`config.mk`:
```
export PLATFORM = sky130hd
export DESIGN_NAME = hsv_to_rgb_converter_core
export DESIGN_NICKNAME = d
export VERILOG_FILES = /design/src/rtl/core/h2r_pkg.sv /design/src/rtl/core/h2r_datapath.sv /design/src/rtl/core/hsv_to_rgb_converter_core.sv
export SDC_FILE = /design/constraint.sdc
export NUM_CORES = 2
export LEC_CHECK = 0
export CORE_MARGIN = 4
export CORE_UTILIZATION = 65
export CTS_BUF_LIST = sky130_fd_sc_hd__clkbuf_8
export DETAILED_ROUTE_END_ITERATION = 6
export DONT_BUFFER_PORTS = 1
export PLACE_DENSITY = 0.81
export SETUP_SLACK_MARGIN = 0.1
export SLEW_MARGIN = 10
export SYNTH_ARGS = -nofsm -noshare
export SYNTH_HDL_FRONTEND = slang
export SYNTH_HIERARCHICAL = 1
export SYNTH_SLANG_ARGS = --single-unit
```
`constraint.sdc`:
```
create_clock -name clk_i -period 10.1 [get_ports clk_i]
set_clock_uncertainty 0.05 [all_clocks]
set_input_delay 2.02 -clock clk_i [delete_from_list [all_inputs] [get_ports clk_i]]
set_output_delay 2.02 -clock clk_i [all_outputs]
set_load 0.005 [all_outputs]
```
`src/rtl/core/h2r_pkg.sv`:
```
`timescale 1ns / 1ps
// ----------------------------------------------------------------------------
// h2r_pkg
// Shared types and constants of the fixed-point HSV to RGB converter.
// ----------------------------------------------------------------------------
package h2r_pkg;

  localparam int unsigned FRAC_BITS = 16;
  localparam int unsigned HUE_W     = 15;
  localparam int unsigned FIELD_W   = 17;
  localparam int unsigned REM_W     = 12;
  localparam int unsigned NUM_STG   = 4;

  localparam logic [FIELD_W-1:0] ONE = FIELD_W'(1) << FRAC_BITS;

  localparam logic [HUE_W-1:0] HUE_TURN   = HUE_W'(23040);
  localparam logic [HUE_W-1:0] HUE_SECTOR = HUE_W'(3840);

  // f = (rem << FRAC_BITS) / 3840, done as rem * RECIP >> RECIP_SH
  localparam int unsigned    RECIP_SH = 24;
  localparam longint unsigned RECIP   =
    ((64'd1 << (FRAC_BITS + RECIP_SH)) + 64'd3839) / 64'd3840;
  localparam int unsigned    RECIP_W  = $clog2(RECIP + 1);

  typedef enum logic [2:0] {
    SEC_0 = 3'd0,
    SEC_1 = 3'd1,
    SEC_2 = 3'd2,
    SEC_3 = 3'd3,
    SEC_4 = 3'd4,
    SEC_5 = 3'd5
  } sector_e;

  typedef struct packed {
    logic [HUE_W-1:0]   hue;
    logic [FIELD_W-1:0] saturation;
    logic [FIELD_W-1:0] brightness;
  } hsv_t;

  typedef struct packed {
    logic [FIELD_W-1:0] red;
    logic [FIELD_W-1:0] green;
    logic [FIELD_W-1:0] blue;
  } rgb_t;

  typedef struct packed {
    logic [NUM_STG-1:0] load;
  } h2r_ctrl_t;

endpackage

```
`src/rtl/core/h2r_datapath.sv`:
```
`timescale 1ns / 1ps
// ----------------------------------------------------------------------------
// h2r_datapath
// Four register stages: hue reduction, hue fraction, saturation products,
// value products; the sector routing follows the last stage.
// ----------------------------------------------------------------------------
module h2r_datapath (
  input  logic             clk_i,
  input  h2r_pkg::h2r_ctrl_t ctrl_i,
  input  h2r_pkg::hsv_t    pixel_i,
  output h2r_pkg::rgb_t    pixel_o
);
  import h2r_pkg::*;

  localparam int unsigned PROD1_W = REM_W + RECIP_W;
  localparam int unsigned PROD2_W = 2 * FIELD_W;

  // stage 1
  logic [HUE_W-1:0]   hue_w;
  logic [HUE_W-1:0]   rem_full;
  sector_e            sec_d;
  logic [FIELD_W-1:0] sat_c, val_c;

  sector_e            sec1_q, sec2_q, sec3_q, sec4_q;
  logic               zero1_q, zero2_q, zero3_q, zero4_q;
  logic [FIELD_W-1:0] val1_q, val2_q, val3_q, val4_q;
  logic [FIELD_W-1:0] sat1_q, sat2_q;
  logic [REM_W-1:0]   rem1_q;

  // stage 2
  logic [PROD1_W-1:0]   fprod;
  logic [FRAC_BITS-1:0] frac2_q;

  // stage 3
  logic [PROD2_W-1:0] sf_prod, sg_prod;
  logic [FIELD_W-1:0] one_m_f;
  logic [FIELD_W-1:0] a3_q, b3_q, oms3_q;

  // stage 4
  logic [PROD2_W-1:0] m_prod, n_prod, k_prod;
  logic [FIELD_W-1:0] m4_q, n4_q, k4_q;

  always_comb begin
    sat_c = (pixel_i.saturation > ONE) ? ONE : pixel_i.saturation;
    val_c = (pixel_i.brightness > ONE) ? ONE : pixel_i.brightness;
    hue_w = (pixel_i.hue >= HUE_TURN) ? (pixel_i.hue - HUE_TURN) : pixel_i.hue;
    if (hue_w >= HUE_W'(5 * 3840)) begin
      sec_d    = SEC_5;
      rem_full = hue_w - HUE_W'(5 * 3840);
    end else if (hue_w >= HUE_W'(4 * 3840)) begin
      sec_d    = SEC_4;
      rem_full = hue_w - HUE_W'(4 * 3840);
    end else if (hue_w >= HUE_W'(3 * 3840)) begin
      sec_d    = SEC_3;
      rem_full = hue_w - HUE_W'(3 * 3840);
    end else if (hue_w >= HUE_W'(2 * 3840)) begin
      sec_d    = SEC_2;
      rem_full = hue_w - HUE_W'(2 * 3840);
    end else if (hue_w >= HUE_SECTOR) begin
      sec_d    = SEC_1;
      rem_full = hue_w - HUE_SECTOR;
    end else begin
      sec_d    = SEC_0;
      rem_full = hue_w;
    end
  end

  assign fprod   = PROD1_W'(rem1_q) * PROD1_W'(RECIP);
  assign one_m_f = ONE - FIELD_W'(frac2_q);
  assign sf_prod = PROD2_W'(sat2_q) * PROD2_W'(frac2_q);
  assign sg_prod = PROD2_W'(sat2_q) * PROD2_W'(one_m_f);
  assign m_prod  = PROD2_W'(val3_q) * PROD2_W'(oms3_q);
  assign n_prod  = PROD2_W'(val3_q) * PROD2_W'(a3_q);
  assign k_prod  = PROD2_W'(val3_q) * PROD2_W'(b3_q);

  always_ff @(posedge clk_i) begin
    if (ctrl_i.load[0]) begin
      sec1_q  <= sec_d;
      rem1_q  <= rem_full[REM_W-1:0];
      sat1_q  <= sat_c;
      val1_q  <= val_c;
      zero1_q <= (sat_c == '0);
    end
    if (ctrl_i.load[1]) begin
      sec2_q  <= sec1_q;
      frac2_q <= fprod[RECIP_SH +: FRAC_BITS];
      sat2_q  <= sat1_q;
      val2_q  <= val1_q;
      zero2_q <= zero1_q;
    end
    if (ctrl_i.load[2]) begin
      sec3_q  <= sec2_q;
      a3_q    <= ONE - sf_prod[FRAC_BITS +: FIELD_W];
      b3_q    <= ONE - sg_prod[FRAC_BITS +: FIELD_W];
      oms3_q  <= ONE - sat2_q;
      val3_q  <= val2_q;
      zero3_q <= zero2_q;
    end
    if (ctrl_i.load[3]) begin
      sec4_q  <= sec3_q;
      m4_q    <= m_prod[FRAC_BITS +: FIELD_W];
      n4_q    <= n_prod[FRAC_BITS +: FIELD_W];
      k4_q    <= k_prod[FRAC_BITS +: FIELD_W];
      val4_q  <= val3_q;
      zero4_q <= zero3_q;
    end
  end

  always_comb begin
    if (zero4_q) begin
      pixel_o = '{red: val4_q, green: val4_q, blue: val4_q};
    end else begin
      unique case (sec4_q)
        SEC_0:   pixel_o = '{red: val4_q, green: k4_q,   blue: m4_q};
        SEC_1:   pixel_o = '{red: n4_q,   green: val4_q, blue: m4_q};
        SEC_2:   pixel_o = '{red: m4_q,   green: val4_q, blue: k4_q};
        SEC_3:   pixel_o = '{red: m4_q,   green: n4_q,   blue: val4_q};
        SEC_4:   pixel_o = '{red: k4_q,   green: m4_q,   blue: val4_q};
        default: pixel_o = '{red: val4_q, green: m4_q,   blue: n4_q};
      endcase
    end
  end

endmodule

```
`src/rtl/core/hsv_to_rgb_converter_core.sv`:
```
`timescale 1ns / 1ps
// ----------------------------------------------------------------------------
// hsv_to_rgb_converter_core
// Fixed-point HSV to RGB pixel converter, one pixel per clock while the output is not stalled.
// ----------------------------------------------------------------------------
// Usage:
//   Input channel in_valid_i / in_stall_o / in_pixel_i carries hue (1/64
//   degree, 23040 wraps to 0), saturation and brightness (65536 = 1.0).
//   Output channel out_valid_o / out_stall_i / out_pixel_o carries red,
//   green and blue (65536 = 1.0). A request moves when valid is high and
//   stall is low at a rising edge.
//   An accepted request passes the four datapath stages and then the output
//   register. Throughput: one pixel per cycle while out_stall_i is low.
//   Stage 2 holds one multiply, stage 3 two and stage 4 three.
//   Reset clears all valid bits; payload registers are not reset.
//   When the receiver stalls, the output holds and bubbles in the
//   pipeline are squeezed out; in_stall_o rises only once every stage
//   and the output register are full.
// ----------------------------------------------------------------------------
module hsv_to_rgb_converter_core (
  input  logic          clk_i,
  input  logic          rst_ni,
  input  logic          in_valid_i,
  output logic          in_stall_o,
  input  h2r_pkg::hsv_t in_pixel_i,
  output logic          out_valid_o,
  input  logic          out_stall_i,
  output h2r_pkg::rgb_t out_pixel_o
);
  import h2r_pkg::*;

  logic [NUM_STG-1:0] valid_q;
  logic [NUM_STG-1:0] en;
  logic               en_out;
  logic               out_valid_q;
  rgb_t               out_pixel_q;
  rgb_t               route;
  h2r_ctrl_t          ctrl;

  always_comb begin
    en_out = !out_valid_q || !out_stall_i;
    en[NUM_STG-1] = !valid_q[NUM_STG-1] || en_out;
    for (int i = NUM_STG - 2; i >= 0; i--) begin
      en[i] = !valid_q[i] || en[i+1];
    end
    ctrl.load = en;
  end

  h2r_datapath u_datapath (
    .clk_i   (clk_i),
    .ctrl_i  (ctrl),
    .pixel_i (in_pixel_i),
    .pixel_o (route)
  );

  always_ff @(posedge clk_i or negedge rst_ni) begin
    if (!rst_ni) begin
      valid_q     <= '0;
      out_valid_q <= 1'b0;
    end else begin
      if (en[0]) begin
        valid_q[0] <= in_valid_i;
      end
      for (int i = 1; i < NUM_STG; i++) begin
        if (en[i]) begin
          valid_q[i] <= valid_q[i-1];
        end
      end
      if (en_out) begin
        out_valid_q <= valid_q[NUM_STG-1];
      end
    end
  end

  always_ff @(posedge clk_i) begin
    if (en_out) begin
      out_pixel_q <= route;
    end
  end

  assign in_stall_o  = !en[0];
  assign out_valid_o = out_valid_q;
  assign out_pixel_o = out_pixel_q;

`ifndef SYNTHESIS
  a_stall_only_when_full: assert property (@(posedge clk_i) disable iff (!rst_ni)
    in_stall_o |-> (out_valid_o && out_stall_i && (&valid_q)))
    else $error("input stalled while pipeline has room");

  a_drain_to_output: assert property (@(posedge clk_i) disable iff (!rst_ni)
    (valid_q[NUM_STG-1] && !out_stall_i) |=> out_valid_o)
    else $error("last stage did not move to output");

  a_output_range: assert property (@(posedge clk_i) disable iff (!rst_ni)
    out_valid_o |-> (out_pixel_o.red <= ONE && out_pixel_o.green <= ONE &&
                     out_pixel_o.blue <= ONE))
    else $error("output component above full scale");

  a_idle_no_output: assert property (@(posedge clk_i) disable iff (!rst_ni)
    (!out_valid_o && !valid_q[NUM_STG-1]) |=> !out_valid_o)
    else $error("output appeared without a request in flight");
`endif

endmodule
```
* After elaboration in Yosys (flattened, before gate mapping)
Index checks and enable logic that the tools add are counted.
Word-level totals: register bits 304, bits of input ports 53, word-level logic and storage cells 87
Operators by class: add/sub/neg operators 10, multipliers 6, magnitude comparators 8, equal/unequal tests 4, muxes and demuxes 13, reductions and logical operators 15
Operators by type and width (count):
- $pmux W51 S5 | 1
- $mul A17 B17 Y33 | 4
- $mux W12 | 5
- $sub A12 B12 Y12 const B | 5
- $mux W51 | 1
- $sub A17 B17 Y17 const A | 3
- $mul A12 B28 Y39 const B | 1
- $gt A17 B17 Y1 const B | 2
- $mul A17 B16 Y33 | 1
- $ge A15 B14 Y1 const B | 2
- $ge A15 B15 Y1 const B | 2
- $logic_not A17 Y1 | 1
- $mux W17 | 1
- $sub A17 B16 Y17 const A | 1
- $ge A15 B12 Y1 const B | 1
- $ge A15 B13 Y1 const B | 1
- $mux W15 | 1
- $sub A15 B15 Y15 const B | 1
- $logic_not A1 Y1 | 7
- $eq A3 B2 Y1 const B | 2
- $mux W3 | 2
- $logic_or A1 B1 Y1 | 5
- $eq A3 B1 Y1 const B | 1
- $eq A3 B3 Y1 const B | 1
- other kinds (3) | 4

* Logic depth before layout (Yosys ltp)
depth after elaboration 8, mapped depth 36, depth with buffers taken out 33

* Cells and area by module
The synthesis kept the hierarchy.
Modules (own cells, without submodules):
- h2r_datapath | times used 1, cells an instance 6195, area each 56897.1 sq um, sequential area each 7447.1 sq um
- hsv_to_rgb_converter_core | times used 1, cells an instance 69, area each 1741.7 sq um, sequential area each 1656.6 sq um

* Worst setup path after synthesis
No wires, ideal clock.
path type register to register, from reg u_datapath.frac2_q[0], to reg u_datapath.b3_q[14], data pin, data arrival time 8673 ps, required time 9784 ps, path slack 1111 ps, cell stages (with the launch flop) 33, buffers on the path 3, clock period less this slack 8989 ps, cell sequence edfxtp_1 -> clkbuf_1 -> clkbuf_1 -> inv_1 -> ha_1 -> nand2_1 -> or2_2 -> or3_1 -> or4_1 -> nor4_1 -> clkbuf_1 -> and2_1 -> fa_1 -> inv_1 -> fa_1 -> inv_1 -> fa_1 -> fa_1 -> fa_1 -> inv_1 -> fa_1 -> inv_1 -> ha_1 -> a21oi_1 -> o21bai_1 -> a21o_1 -> a2111oi_2 -> a311oi_1 -> or4b_4 -> nor4b_4 -> nor4b_1 -> nor3_1 -> xor2_1
Between the ends: word-level cells in the longest chain between the ends 3
Ends and longest elaborated chain:
- start, declared | line h2r_datapath.sv:32 | logic [FRAC_BITS-1:0] frac2_q;
- start signal, assigned | line h2r_datapath.sv:86 | frac2_q <= fprod[RECIP_SH +: FRAC_BITS];
- $sub A17 B16 Y17 | line h2r_datapath.sv:69 | assign one_m_f = ONE - FIELD_W'(frac2_q);
- $mul A17 B17 Y33 | line h2r_datapath.sv:71 | assign sg_prod = PROD2_W'(sat2_q) * PROD2_W'(one_m_f);
- $sub A17 B17 Y17 | line h2r_datapath.sv:94 | b3_q <= ONE - sg_prod[FRAC_BITS +: FIELD_W];
- end signal, assigned | line h2r_datapath.sv:94
- end, declared | line h2r_datapath.sv:37 | logic [FIELD_W-1:0] a3_q, b3_q, oms3_q;
Every way passes these cells. A chain may end at the register's enable or synchronous reset.

* Worst setup path after layout
from reg u_datapath.frac2_q[3], to reg u_datapath.b3_q[14], data pin
Same word-level chain as after synthesis.

==> summary.md <==
| Metric | Value |
|---|---|
| GRT Util Overall | `32.8%` |
| CTS Buf Count | `51` |
| Dpl ws | `0.664 ns` |
| Synthesized area per cell | `9.36 sq um` |
| MaxCap Viol Count | `0` |
| IO buf count | `0` |
| Setup bufs post-CTS | `0` |
| DRC violations left | `4` |
| Sink Count | `304` |
| Overall routed net length | `150000 um` |
| Compound-Gate Fraction of Synth Area | `5.33%` |
| Clock-pin slew on the worst setup and hold paths | `0.07 ns` |
| Worst hold slack | `0.365 ns` |
| Cell area after synthesis | `0.0586 sq mm` |
| EDFF count, synth | `299` |
| Top-area cell type share of the netlist area | `37.7%` |
| Xor/xnor share of the synthesized area | `2.50%` |
| Final design utilization | `68.4%` |
| Via density | `5.89` |
| Critical-path maximum fanout | `17` |
| Vias in the first global route | `46100` |
| Wirelength per Cell | `20.6 um` |
| Hold Path Class | `reg -> reg` |
| Crit path kind | `reg -> reg` |
| Post-synthesis adder-cell area fraction | `50.0%` |
| Status | `complete, but fails checks` |
| # setup viols final | `0` |
| Synth Instances | `6264` |
| Initial DRC Count | `4293` |
| Die Ht | `308 um` |
| Seq/Total Area, Yosys | `15.5%` |
| Failing checks | `DRC` |
| H-tree Lvls | `2` |
| Nets | `7811` |
| Reg2Reg Depth | `29` |
| Syn. warnings | `6` |
| Slowest stage delay, CP | `0.60 ns` |
| Distinct cells, synth | `86` |
| Setup_tns | `0 ns` |
| Hold Fails Final Rpt | `0` |
| Yosys top cell by area | `fa_1` |
| Clk Latency, worst-skew pair | `0.67 ns` |
| Reg2Reg Setup Slack | `0.68 ns` |
| Worst Hold End | `u_datapath/sat2_q[0]$_DFFE_PP_` |
| Hold buffer count at CTS | `0` |
| Worst Hold Launch | `u_datapath/sat1_q[0]$_DFFE_PP_` |
| Io pins | `106` |
| Post-Synth Simple-Gate Area | `15.4%` |
| Clock root buffer | `clkbuf_8` |
| Max-slew violations | `0` |
| Worst hold path depth | `0` |
| CP arrival | `9.78 ns` |
| Ys async rst share | `1.64%` |
| Proportion of layout cells with a drive suffix above 1 | `3.50%` |
| Worst Max-Slew Pin Slew | `1.19 ns` |
| Post-synthesis mux area share | `0.448%` |
| DR top layer | `met5` |
| RR Endpoint | `u_datapath/b3_q[14]$_DFFE_PP_` |
| Reg2reg start | `u_datapath/frac2_q[3]$_DFFE_PP_` |
| Pin count of the biggest net entering global routing | `74` |
| Largest cells by area after synthesis | `fa_1, edfxtp_1, ha_1` |
| CP Launch Type | `flip-flop` |
| Initial antenna violation count | `4` |
| Post-synthesis sequential element count | `304` |
| Most used cell, CP | `fa_1` |
| Global route overflow | `0` |
| Slew headroom | `20.6%` |
| Initial core utilization | `65.9%` |
| Synth-to-Final Area Change | `3.71%` |
| DR WL met2 | `70700 um` |
| Routed wl met3 | `15300 um` |
| Setup ws final | `0.679 ns` |
| Hpwl dp | `115000 um` |
| CTS tree | `yes` |
| Die area | `0.0951 sq mm` |
| RSZ-0062 raised after global routing | `false` |
| Die Wd | `308 um` |
| TritonRoute pass-1 iters | `7` |
| Setup crit end kind | `flip-flop` |
| Critical Path RT | `10.46 ns` |
| Row cnt | `109` |
| Final worst path period share | `93.3%` |
| DRT met1 WL | `55700 um` |
| Fmax | `106 MHz` |
| Final critical-path required period | `9.42 ns` |
| Largest family of logic cells by synthesized area | `adder cells` |
| Routability cong. | `0.924` |
| Via count | `42900` |
| Clk buf depth | `3` |
| Core area | `0.0889 sq mm` |
| Detail Route Antenna Nets | `0` |
| Syn Nets | `7998` |
| Post-synth top flop | `edfxtp_1` |
| First-pass GRT wire length | `244000 um` |
| Highest-delay cell along the critical path | `or4b_4` |
cell families after synthesis:
logic type | after synthesis
simple gates | 1923
fa+ha+maj | 1681
buf+inv | 1678
compound gates | 486
flops | 304
xor+xnor | 166
mux | 26
stage by stage:
step                      std cells  area, sq um
after floorplan                6264        58600
after global placement         7189        59700
after detailed placement       7189        59700
after CTS                      7283        60800
after global routing           7287        60800
final                          7289        60800
worst max-delay path: cells and delay by family, from the launching register on:
family	cells	cell delay, ns
and+or+nand+nor	11	3.35
adders and majority gates	7	3.33
xor gates and xnor gates	2	0.48
DFF	1	0.59
buffers and inverters	4	0.21
AOI/OAI and AO/OA	5	1.15
layer usage:
layer,vias up,global-route usage (%)
li1,18700,-
met1,21400,42.0
met2,2347,54.3
met3,519,6.85
met4,2,15.1
met5,-,0
flip-flops by register name (all words and copies together) (netlist names), 3 cells and up:
register	flops
u_datapath/frac2_q	16
out_pixel_o	51
u_datapath/sec2_q	3
u_datapath/val3_q	17
u_datapath/a3_q	17
u_datapath/val1_q	17
valid_q	4
u_datapath/sec3_q	3
u_datapath/val4_q	17
u_datapath/n4_q	17
u_datapath/sat1_q	17
u_datapath/val2_q	17
u_datapath/rem1_q	12
u_datapath/k4_q	17
u_datapath/m4_q	17
u_datapath/sec1_q	3
u_datapath/sec4_q	3
u_datapath/sat2_q	17
u_datapath/oms3_q	17
u_datapath/b3_q	17
cell usage in the layout (no fill, tap or decap), drive strengths merged, types with 12 or more instances in the layout:
cell / n
a222oi: 17
edfxtp: 299
nand3: 29
buf: 99
nor3: 33
nor4: 18
inv: 1351
nand4: 17
nor3b: 20
nor2b: 48
fa: 1105
clkinv: 20
o21bai: 14
nand2: 1095
clkbuf: 52
a22oi: 19
a21o: 35
mux2i: 24
o21a: 20
xor2: 48
o22ai: 22
a211oi: 13
nor2: 111
nand2b: 25
o21ai: 116
ha: 576
and3: 19
a31oi: 12
a21oi: 141
and2: 460
xnor2: 117
timing repair:
| item | 4_1_cts | 5_1_grt |
|---|---|---|
| setup endpoints to repair | 0 | 3 |
| gates resized for setup | 0 | 1 |
| hold endpoints to repair | 0 | 0 |
cells in the mapped netlist (all sizes together), types with 13 or more instances:
cell       n
o21bai    14
o21ai    116
inv     1339
xnor2    117
nor4      18
a21o      35
nand2b    25
xor2      48
fa      1105
and2     460
a22oi     19
nand4     17
a21oi    141
nand2   1095
nor3      33
a222oi    17
clkbuf   321
and3      19
mux2i     24
edfxtp   299
ha       576
o21a      20
nand3     29
nor2b     48
o22ai     22
nor3b     20
a211oi    13
nor2     111
buf       18
worst max-delay path by stage:
stage                                    endpoint  slack [ns]  cells after the start                       startpoint
floorplan           u_datapath/b3_q[14]$_DFFE_PP_        1.11                     32  u_datapath/frac2_q[0]$_DFFE_PP_
global placement    u_datapath/b3_q[14]$_DFFE_PP_        0.82                     30  u_datapath/frac2_q[2]$_DFFE_PP_
detailed placement  u_datapath/b3_q[14]$_DFFE_PP_        0.66                     30  u_datapath/frac2_q[2]$_DFFE_PP_
CTS                 u_datapath/b3_q[14]$_DFFE_PP_        0.64                     30  u_datapath/frac2_q[2]$_DFFE_PP_
global route        u_datapath/b3_q[16]$_DFFE_PP_        0.17                     29  u_datapath/frac2_q[3]$_DFFE_PP_
finish              u_datapath/b3_q[14]$_DFFE_PP_        0.68                     29  u_datapath/frac2_q[3]$_DFFE_PP_
cell type report:
class / count / area (sq um)
Fill cell: 6695 / 28100
Multi-Input combinational cell: 4282 / 43300
Sequential cell: 304 / 9100
Clock buffer: 52 / 716
Inverter: 1339 / 5030
Tap cell: 1165 / 1460
Clock inverter: 42 / 387
Timing Repair Buffer: 99 / 818
Antenna cell: 6 / 15.0
Power is not shown: default switching activity piles up to over one toggle a cycle in this logic, so the estimate is an artifact.
